### src/hdl/assert_macros.svh
// Assertion macros used by the RTL core.
`ifndef ASSERT_MACROS_SVH
`define ASSERT_MACROS_SVH

`ifndef SYNTHESIS
// ante true at an edge implies cons at the same edge
`define JADM_ASSERT_IMPL(lbl, ante, cons) \
  lbl: assert property (@(posedge clk_i) disable iff (!rst_ni) (ante) |-> (cons)) \
    else $error("%m: assertion failed");
// ante true at an edge implies cons at the next edge
`define JADM_ASSERT_NEXT(lbl, ante, cons) \
  lbl: assert property (@(posedge clk_i) disable iff (!rst_ni) (ante) |=> (cons)) \
    else $error("%m: assertion failed");
`else
`define JADM_ASSERT_IMPL(lbl, ante, cons)
`define JADM_ASSERT_NEXT(lbl, ante, cons)
`endif

`endif

### src/hdl/jadm_pkg.sv
// Constants, widths and tables of the joystick angle drive mixer.
package jadm_pkg;

  localparam int CORDIC_STAGES = 16;  // 8..24
  localparam int ANGLE_BITS    = 16;  // 10..24

  localparam int STICK_W  = 8;
  localparam int SPEED_W  = 8;
  localparam int SCALE_SH = 16;               // stick scaled by 2^16
  localparam int CW       = 27;               // CORDIC re/im width
  localparam int ZW       = 32;               // turn accumulator width
  localparam int FRAC_W   = ANGLE_BITS - 3;   // in-sector fraction
  localparam int TAB_W    = 5;                // table entry, tenths
  localparam int DIFF_W   = TAB_W + 1;
  localparam int PROD_W   = DIFF_W + FRAC_W + 1;
  localparam int NUM_W    = FRAC_W + 9;

  localparam logic [ZW-1:0] HALF_TURN = 32'h8000_0000;

  // atan(2^-i) in 2^32 turn units
  function automatic logic [ZW-1:0] atan_turn(input logic [4:0] i);
    logic [ZW-1:0] r;
    unique case (i)
      5'd0:    r = 32'h20000000;
      5'd1:    r = 32'h12E4051E;
      5'd2:    r = 32'h09FB385B;
      5'd3:    r = 32'h051111D4;
      5'd4:    r = 32'h028B0D43;
      5'd5:    r = 32'h0145D7E1;
      5'd6:    r = 32'h00A2F61E;
      5'd7:    r = 32'h00517C55;
      5'd8:    r = 32'h0028BE53;
      5'd9:    r = 32'h00145F2F;
      5'd10:   r = 32'h000A2F98;
      5'd11:   r = 32'h000517CC;
      5'd12:   r = 32'h00028BE6;
      5'd13:   r = 32'h000145F3;
      5'd14:   r = 32'h0000A2FA;
      5'd15:   r = 32'h0000517D;
      5'd16:   r = 32'h000028BE;
      5'd17:   r = 32'h0000145F;
      5'd18:   r = 32'h00000A30;
      5'd19:   r = 32'h00000518;
      5'd20:   r = 32'h0000028C;
      5'd21:   r = 32'h00000146;
      5'd22:   r = 32'h000000A3;
      5'd23:   r = 32'h00000051;
      default: r = '0;
    endcase
    return r;
  endfunction

  // left wheel table, tenths, reverse direction
  function automatic logic signed [TAB_W-1:0] left_tenths(input logic [3:0] idx);
    logic signed [TAB_W-1:0] r;
    unique case (idx)
      4'd0, 4'd1, 4'd2:             r = 5'sd10;
      4'd3:                         r = 5'sd7;
      4'd5:                         r = -5'sd7;
      4'd4, 4'd6, 4'd7, 4'd8:       r = -5'sd10;
      default:                      r = '0;
    endcase
    return r;
  endfunction

  // right wheel table, tenths
  function automatic logic signed [TAB_W-1:0] right_tenths(input logic [3:0] idx);
    logic signed [TAB_W-1:0] r;
    unique case (idx)
      4'd1:                         r = 5'sd7;
      4'd2, 4'd3, 4'd4:             r = 5'sd10;
      4'd7:                         r = -5'sd7;
      4'd0, 4'd5, 4'd6, 4'd8:       r = -5'sd10;
      default:                      r = '0;
    endcase
    return r;
  endfunction

endpackage

### src/hdl/joystick_angle_drive_mixer_core.sv
// Joystick angle drive mixer: pipelined CORDIC angle plus wheel speed interpolation.
// One joystick sample (x, y) per item goes in; one item with the right and left
// wheel speeds in whole percent comes out. The compass angle atan2(x, y), measured
// from +y toward +x and folded into one turn, is found by a fully pipelined
// CORDIC vectoring engine, one register stage per micro-rotation; a zero stick
// gives angle 0. The top three angle bits pick a 45-degree sector, the rest is
// the fraction used to interpolate between two nine-point speed tables, and the
// result is rounded to nearest, ties away from zero. Rate: one item per cycle.
// There are CORDIC_STAGES + 4 register stages (20 as built): an input register,
// one stage per CORDIC iteration, a multiply stage, a scaling stage and the
// rounding/output register. The whole pipeline advances together; it freezes
// only while the output register holds an item that the sink does not take,
// so s_axis_tready is low only in that case. left_speed is the speed applied
// in reverse direction.
`include "assert_macros.svh"

module joystick_angle_drive_mixer_core (
  input  logic        clk_i,
  input  logic        rst_ni,
  // input items
  input  logic        s_axis_tvalid,
  output logic        s_axis_tready,
  input  logic [15:0] s_axis_tdata,   // [7:0] stick_x, [15:8] stick_y (signed)
  // result items
  output logic        m_axis_tvalid,
  input  logic        m_axis_tready,
  output logic [15:0] m_axis_tdata    // [7:0] right_speed, [15:8] left_speed (signed)
);
  import jadm_pkg::*;

  localparam int NS = CORDIC_STAGES;  // last CORDIC register index

  // output word of a zero stick: right -100, left +100
  localparam logic [2*SPEED_W-1:0] ZERO_STICK_TDATA = {8'sd100, -8'sd100};

  // pipeline advance: output empty or being taken
  logic adv;
  assign adv           = !m_axis_tvalid || m_axis_tready;
  assign s_axis_tready = adv;

  // ---------------------------------------------------------------
  // Input stage: pre-rotate into the right half plane
  // ---------------------------------------------------------------
  logic signed [STICK_W-1:0] stick_x, stick_y;
  logic signed [CW-1:0]      xs, ys;
  logic signed [CW-1:0]      re_in, im_in;
  logic [ZW-1:0]             z_in;
  logic                      zero_in;

  assign stick_x = s_axis_tdata[STICK_W-1:0];
  assign stick_y = s_axis_tdata[2*STICK_W-1:STICK_W];

  always_comb begin
    xs      = CW'(stick_x) <<< SCALE_SH;
    ys      = CW'(stick_y) <<< SCALE_SH;
    zero_in = (stick_x == '0) && (stick_y == '0);
    if (stick_y < 0) begin
      re_in = -ys;
      im_in = -xs;
      z_in  = HALF_TURN;
    end else begin
      re_in = ys;
      im_in = xs;
      z_in  = '0;
    end
  end

  // ---------------------------------------------------------------
  // CORDIC stages, index 0 is the input register
  // ---------------------------------------------------------------
  logic                 vld_q  [0:NS];
  logic                 zero_q [0:NS];
  logic signed [CW-1:0] re_q   [0:NS];
  logic signed [CW-1:0] im_q   [0:NS];
  logic [ZW-1:0]        z_q    [0:NS];

  logic signed [CW-1:0] re_d   [1:NS];
  logic signed [CW-1:0] im_d   [1:NS];
  logic [ZW-1:0]        z_d    [1:NS];

  always_comb begin
    for (int k = 0; k < NS; k++) begin
      if (!im_q[k][CW-1]) begin
        re_d[k+1] = re_q[k] + (im_q[k] >>> k);
        im_d[k+1] = im_q[k] - (re_q[k] >>> k);
        z_d[k+1]  = z_q[k] + atan_turn(5'(k));
      end else begin
        re_d[k+1] = re_q[k] - (im_q[k] >>> k);
        im_d[k+1] = im_q[k] + (re_q[k] >>> k);
        z_d[k+1]  = z_q[k] - atan_turn(5'(k));
      end
    end
  end

  // ---------------------------------------------------------------
  // Multiply stage: sector lookup and slope times fraction
  // ---------------------------------------------------------------
  logic [ANGLE_BITS-1:0]       ang;
  logic [3:0]                  sector;
  logic [FRAC_W-1:0]           frac;
  logic signed [TAB_W-1:0]     ra, la;
  logic signed [DIFF_W-1:0]    rdif, ldif;
  logic signed [PROD_W-1:0]    rprod_d, lprod_d;

  always_comb begin
    ang     = zero_q[NS] ? '0 : z_q[NS][ZW-1 -: ANGLE_BITS];
    sector  = {1'b0, ang[ANGLE_BITS-1 -: 3]};
    frac    = ang[FRAC_W-1:0];
    ra      = right_tenths(sector);
    la      = left_tenths(sector);
    rdif    = DIFF_W'(right_tenths(sector + 4'd1)) - DIFF_W'(ra);
    ldif    = DIFF_W'(left_tenths(sector + 4'd1)) - DIFF_W'(la);
    rprod_d = PROD_W'(rdif) * $signed({1'b0, frac});
    lprod_d = PROD_W'(ldif) * $signed({1'b0, frac});
  end

  logic                    m_vld_q, m_zero_q;
  logic signed [TAB_W-1:0] ra_q, la_q;
  logic signed [PROD_W-1:0] rprod_q, lprod_q;

  // ---------------------------------------------------------------
  // Scaling stage: 10 * (a * 2^F + prod)
  // ---------------------------------------------------------------
  function automatic logic signed [NUM_W-1:0] scale_num(
    input logic signed [TAB_W-1:0]  a,
    input logic signed [PROD_W-1:0] p
  );
    logic signed [NUM_W-1:0] sum;
    sum = (NUM_W'(a) <<< FRAC_W) + NUM_W'(p);
    return (sum <<< 3) + (sum <<< 1);
  endfunction

  logic signed [NUM_W-1:0] rnum_d, lnum_d;
  logic signed [NUM_W-1:0] rnum_q, lnum_q;
  logic                    n_vld_q, n_zero_q;

  assign rnum_d = scale_num(ra_q, rprod_q);
  assign lnum_d = scale_num(la_q, lprod_q);

  // ---------------------------------------------------------------
  // Rounding stage: drop F bits, round to nearest, ties away from zero
  // ---------------------------------------------------------------
  // negative values take half - 1 so the floor lands away from zero on a tie
  function automatic logic signed [SPEED_W-1:0] round_speed(
    input logic signed [NUM_W-1:0] num
  );
    logic signed [NUM_W-1:0] half, bias, q;
    half = NUM_W'(1) <<< (FRAC_W - 1);
    bias = num[NUM_W-1] ? (half - NUM_W'(1)) : half;
    q    = (num + bias) >>> FRAC_W;
    return SPEED_W'(q);
  endfunction

  logic signed [SPEED_W-1:0] right_d, left_d;
  logic signed [SPEED_W-1:0] right_q, left_q;
  logic                      out_vld_q, out_zero_q;

  assign right_d = round_speed(rnum_q);
  assign left_d  = round_speed(lnum_q);

  // ---------------------------------------------------------------
  // Registers
  // ---------------------------------------------------------------
  always_ff @(posedge clk_i or negedge rst_ni) begin
    if (!rst_ni) begin
      for (int k = 0; k <= NS; k++) vld_q[k] <= 1'b0;
      m_vld_q   <= 1'b0;
      n_vld_q   <= 1'b0;
      out_vld_q <= 1'b0;
    end else if (adv) begin
      vld_q[0] <= s_axis_tvalid;
      for (int k = 0; k < NS; k++) vld_q[k+1] <= vld_q[k];
      m_vld_q   <= vld_q[NS];
      n_vld_q   <= m_vld_q;
      out_vld_q <= n_vld_q;
    end
  end

  always_ff @(posedge clk_i) begin
    if (adv) begin
      re_q[0]   <= re_in;
      im_q[0]   <= im_in;
      z_q[0]    <= z_in;
      zero_q[0] <= zero_in;
      for (int k = 1; k <= NS; k++) begin
        re_q[k]   <= re_d[k];
        im_q[k]   <= im_d[k];
        z_q[k]    <= z_d[k];
        zero_q[k] <= zero_q[k-1];
      end
      ra_q       <= ra;
      la_q       <= la;
      rprod_q    <= rprod_d;
      lprod_q    <= lprod_d;
      m_zero_q   <= zero_q[NS];
      rnum_q     <= rnum_d;
      lnum_q     <= lnum_d;
      n_zero_q   <= m_zero_q;
      right_q    <= right_d;
      left_q     <= left_d;
      out_zero_q <= n_zero_q;
    end
  end

  assign m_axis_tvalid = out_vld_q;
  assign m_axis_tdata  = {left_q, right_q};

  // ---------------------------------------------------------------
  // Assertions
  // ---------------------------------------------------------------
  function automatic logic speed_ok(input logic signed [SPEED_W-1:0] s);
    return (s >= -8'sd100) && (s <= 8'sd100);
  endfunction

  `JADM_ASSERT_IMPL(a_speed_range, m_axis_tvalid, speed_ok(right_q) && speed_ok(left_q))
  `JADM_ASSERT_IMPL(a_zero_stick, m_axis_tvalid && out_zero_q, m_axis_tdata == ZERO_STICK_TDATA)
  `JADM_ASSERT_NEXT(a_no_drop, vld_q[0] && adv, vld_q[1])
  `JADM_ASSERT_IMPL(a_stall_blocks, m_axis_tvalid && !m_axis_tready, !s_axis_tready)

endmodule

### config.mk
export PLATFORM = sky130hd
export DESIGN_NAME = joystick_angle_drive_mixer_core
export DESIGN_NICKNAME = d
export VERILOG_FILES = /design/src/hdl/jadm_pkg.sv /design/src/hdl/joystick_angle_drive_mixer_core.sv
export VERILOG_INCLUDE_DIRS = /design/src /design/src/hdl
export SDC_FILE = /design/constraint.sdc
export NUM_CORES = 2
export LEC_CHECK = 0
export BUFFER_PORTS_ARGS = -buffer_cell sky130_fd_sc_hd__buf_2
export CAP_MARGIN = 20
export CORE_MARGIN = 8
export CORE_UTILIZATION = 65
export DETAILED_ROUTE_END_ITERATION = 7
export GPL_TIMING_DRIVEN = 0
export PLACE_DENSITY = 0.81
export SLEW_MARGIN = 0
export SYNTH_ARGS = -nofsm -noshare
export SYNTH_HDL_FRONTEND = slang
export SYNTH_SLANG_ARGS = --single-unit
### constraint.sdc
create_clock -name clk_i -period 80.1 [get_ports clk_i]
set_input_delay 4.005 -clock clk_i [delete_from_list [all_inputs] [get_ports clk_i]]
set_output_delay 4.005 -clock clk_i [all_outputs]
set_load 0.05 [all_outputs]
# ---- After elaboration in Yosys (flattened, before gate mapping)
# Memories as Yosys holds them, arrays and structs flattened.
# Cells that the tools add are included.
dict set report totals {
  mem_bits_ro 240
  ram_bits 1479
  memories 8
  register_bits 130
}
# memory words width read_ports rd_clocked_by_memory_dff wr line
set mem_list {}
lappend mem_list {z_q 17 32 17 0 17 joystick_angle_drive_mixer_core.sv:75} ;# logic [ZW-1:0] z_q [0:NS];
lappend mem_list {im_q 17 27 16 0 17 joystick_angle_drive_mixer_core.sv:74} ;# logic signed [CW-1:0] im_q [0:NS];
lappend mem_list {re_q 17 27 16 0 17 joystick_angle_drive_mixer_core.sv:73} ;# logic signed [CW-1:0] re_q [0:NS];
lappend mem_list {{(name not given)} 16 5 1 0 0 jadm_pkg.sv:69} ;# unique case (idx)
lappend mem_list {{(name not given)} 16 5 1 0 0 jadm_pkg.sv:56} ;# unique case (idx)
lappend mem_list {{(name not given)} 8 5 1 0 0 jadm_pkg.sv:69}
lappend mem_list {{2 more memories} n/a n/a n/a n/a n/a n/a}
dict set report op_classes {
  mux 88
  magnitude_cmp 1
  reduce_logical 5
  mul 2
  n_addsub 106
}
# operator n
set op_table {}
lappend op_table {{32-bit two-way mux} 49}
lappend op_table {{27-bit two-way mux} 34}
lappend op_table {{32-bit adder} 16}
lappend op_table {{32-bit subtractor} 16}
lappend op_table {{27-bit by 12-bit adder with 27-bit output} 2}
lappend op_table {{27-bit by 13-bit adder with 27-bit output} 2}
lappend op_table {{27-bit by 14-bit adder with 27-bit output} 2}
lappend op_table {{27-bit by 15-bit adder with 27-bit output} 2}
lappend op_table {{27-bit by 16-bit adder with 27-bit output} 2}
lappend op_table {{27-bit by 17-bit adder with 27-bit output} 2}
lappend op_table {{27-bit by 18-bit adder with 27-bit output} 2}
lappend op_table {{27-bit by 19-bit adder with 27-bit output} 2}
lappend op_table {{27-bit by 20-bit adder with 27-bit output} 2}
lappend op_table {{27-bit by 21-bit adder with 27-bit output} 2}
lappend op_table {{27-bit by 22-bit adder with 27-bit output} 2}
lappend op_table {{27-bit by 23-bit adder with 27-bit output} 2}
lappend op_table {{27-bit by 24-bit adder with 27-bit output} 2}
lappend op_table {{27-bit by 25-bit adder with 27-bit output} 2}
lappend op_table {{27-bit by 26-bit adder with 27-bit output} 2}
lappend op_table {{24-bit negation with 27-bit output} 2}
lappend op_table {{27-bit by 12-bit subtractor with 27-bit output} 2}
lappend op_table {{27-bit by 13-bit subtractor with 27-bit output} 2}
lappend op_table {{27-bit by 14-bit subtractor with 27-bit output} 2}
lappend op_table {{27-bit by 15-bit subtractor with 27-bit output} 2}
lappend op_table {{other kinds (27)} 47}

# ---- Depth between registers and ports, before layout
# An unclocked memory read counts as a cell.
dict set report depth {
  ltp_word 6
  ltp_mapped 34
}

# ---- Worst setup path after synthesis
# Ideal clock, no wire load.
dict set report synth_timing {
  kind {input-to-output}
  startpoint {input port m_axis_tready}
  endpoint {output port s_axis_tready}
  n_path_buf 1
  slack_ps 48775
  arrival_time_ps 27320
  cell_stages 3
  path_cell_list {nor2b_1 -> clkbuf_1 -> inv_1}
}
dict set report synth_via {
  elab_chain_cells 1
}
# element line
set synth_rtl {}
lappend synth_rtl {{start, declared} joystick_angle_drive_mixer_core.sv:26} ;# input logic m_axis_tready,
lappend synth_rtl {{1-bit logical OR} joystick_angle_drive_mixer_core.sv:38} ;# assign adv = !m_axis_tvalid || m_axis_tready;
lappend synth_rtl {{end, declared} joystick_angle_drive_mixer_core.sv:22} ;# output logic s_axis_tready,
# Every way passes these cells.

# ---- Worst setup path in the final report
# Ends and elaborated chain as after synthesis.

==> impl_metrics.tcl <==
set metrics [dict create \
    status "complete, no violations" \
    synth_flop_cell "edfxtp_1" \
    ys_types 101 \
    yosys.area.top_type_share_pct 35.62 \
    cts_tree "built" \
    required_ns 76.09 \
    period_share_pct 13.55 \
    seq_area_frac_synth_pct 36.12 \
    ant_nets 0 \
    setup_viol 0 \
    synthTopCellsByArea "edfxtp_1, ha_1, xnor2_1" \
    place_congestion 0.9618 \
    grt_max_degree 146 \
    post_cts_buffers 0 \
    rsz0062_at_grt "false" \
    finalCriticalPeriod_ns 10.85 \
    grt_pass1_vias 76030 \
    syn_area_sq_um 100100 \
    critPathCaptureType "output port" \
    rr_worst_depth 31 \
    crit_family "buffers and inverters" \
    ios 38 \
    max_stage_delay_ns 0.65 \
    drtPass1Iterations 7 \
    wl_per_cell_um 18.26 \
    io_buffer_count 37 \
    cts_buffer_depth 3 \
    r2r_end "lprod_q[18]" \
    path_buf_inv 6 \
    synth_edf_count 1187 \
    antenna_found_initial 0 \
    antenna_cells 0 \
    syn_inst 10210 \
    cp.arrival_ns 6.85 \
    synth-async-reset-ratio_pct 1.657 \
    max_cap_violations 0 \
    initial_core_util_pct 65.19 \
    worst_pin_slew_ns 1.036 \
    holdCritStartpoint "zero_q[0][14]" \
    clock_skew_ns 0.03342 \
    fmax_ghz 0.09216 \
    crit_chain "buf_2 -> nor2b_1 -> clkbuf_1 -> inv_8 -> buf_16 -> buf_16 -> buf_2" \
    synth-warning-count 0 \
    critPathSlowestCell "inv_8" \
    yosysTopAreaCell "edfxtp_1" \
    worstSetupPathType "primary input to output port" \
    cts_hold_buffers 0 \
    drtIter0Drc 5462 \
    cp-start-kind "primary input" \
    root_buffer "clkbuf_16" \
    nFillCells 11270 \
    die_w_um 408.4 \
    clkTransAtPathRegs_ns 0.06 \
    worstHoldEndpoint "zero_q[0][15]" \
    cp_max_fo 139 \
    syn2layout_area_growth_pct 7.511 \
    dp_hpwl_um 178900 \
    slew_violations 0 \
    htreeDepth 4 \
    hold_class "flop to flop" \
    ys_ff_latch 1207 \
    wirelength_um 229100 \
    syn_area_per_cell_sq_um 9.805 \
    register_area_sq_um 36140 \
    multi_input_area_sq_um 61080 \
    grt_use_total_pct 26.64 \
    drive_gt1_share_pct 3.731 \
    dieHeight_um 408.4 \
    numCtsBuffers 139 \
    drc 0 \
    cts.sinks 1207 \
    r2r_start "zero_q[1][0]" \
    viasPerCell 6.107 \
    core_sq_um 153500 \
    cts_resized 0 \
    rows 144 \
    tns_ns 0 \
    r2r_slack_ns 71.18 \
    clk_latency_ns 0.77 \
    grt_pass1_wl_um 375100 \
    hold_viol 0 \
    overflow 0 \
    fin_nets 11760 \
    min_path_cells 0 \
    relSlewSlack_pct 30.28 \
    via_count 76640 \
    die_area_sq_um 166800 \
]
==> kinds of logic after synthesis <==
kind of cell / share of synthesized area, %
buffers and inverters: 2.868
adders and majority gates: 17.78
AOI/OAI and AO/OA: 17.68
xor gates and xnor gates: 11.79
muxes: 0.7739
other: 0.003747
DFF: 36.12
and+or+nand+nor: 12.99
==> how the worst max path moves through the flow <==
stage / from / depth (start not counted) / to
2_1_floorplan: m_axis_tready / 3 / s_axis_tready
3_3_place_gp: m_axis_tready / 5 / s_axis_tready
3_5_place_dp: m_axis_tready / 7 / s_axis_tready
4_1_cts: m_axis_tready / 7 / s_axis_tready
5_1_grt: m_axis_tready / 7 / s_axis_tready
6_report: m_axis_tready / 7 / s_axis_tready
==> stage by stage <==
stage               setup slack [ns]  hold WS (ns)  util [%]  instances  cell area, sq um
floorplan                      48.78        0.4003         -      10210            100100
global placement               38.08        0.4008     66.98      12290            102800
detailed placement             69.28        0.4045     67.14      12300            103100
CTS                            69.28        0.4151     70.08      12550            107600
global route                   69.05        0.4250     70.09      12550            107600
finish                         69.25        0.4116     70.09      12550            107600
==> cells in the final DEF (no fill, tap or decap), drive strengths merged, types with 156 or more instances in the layout <==
| cell type | instances |
|---|---|
| ha | 1217 |
| a21o | 433 |
| nand2b | 175 |
| nor3 | 283 |
| clkbuf | 320 |
| o21ai | 430 |
| a21oi | 959 |
| nand2 | 509 |
| xor2 | 429 |
| nand3 | 156 |
| nor2b | 170 |
| xnor2 | 918 |
| edfxtp | 1187 |
| inv | 602 |
| nor2 | 954 |
==> synthesized netlist by cell type (all sizes together) (175+ instances only) <==
cell type and number:
ha 1217, edfxtp 1187, a21oi 959, nor2 954, xnor2 918, inv 595
nand2 509, a21o 433, o21ai 430, xor2 429, nor3 283, nand2b 175
==> sequential cells by signal (all words and copies together), names as in the netlist, 5 cells and up <==
name / count
lprod_q: 20
rprod_q: 20
z_q: 425
im_q: 327
la_q: 5
zero_q: 17
lnum_q: 21
ra_q: 5
vld_q: 17
rnum_q: 21
left_q: 8
re_q: 310
right_q: 8
==> cell type report <==
cell class              count  area share, %
plain buffers             164         0.5919
clock inverters            75         0.6641
clock buffers             173          3.519
flip-flops and latches   1207          33.60
inverters                 595          2.083
repair buffers             50         0.4001
well taps                2044          2.377
multi-input cells        8242          56.77
==> layer usage <==
layer	global-route usage (%)	up-vias	wire length, um	part of all wire [%]
met5	0	-	0	0
met4	12.53	0	11780	5.1
met3	3.231	686	10050	4.4
met2	48.32	2096	114300	50
met1	31.31	36110	93000	41
li1	-	37750	-	-
Power is not shown: default switching activity piles up to over one toggle a cycle in this logic, so the estimate is an artifact.
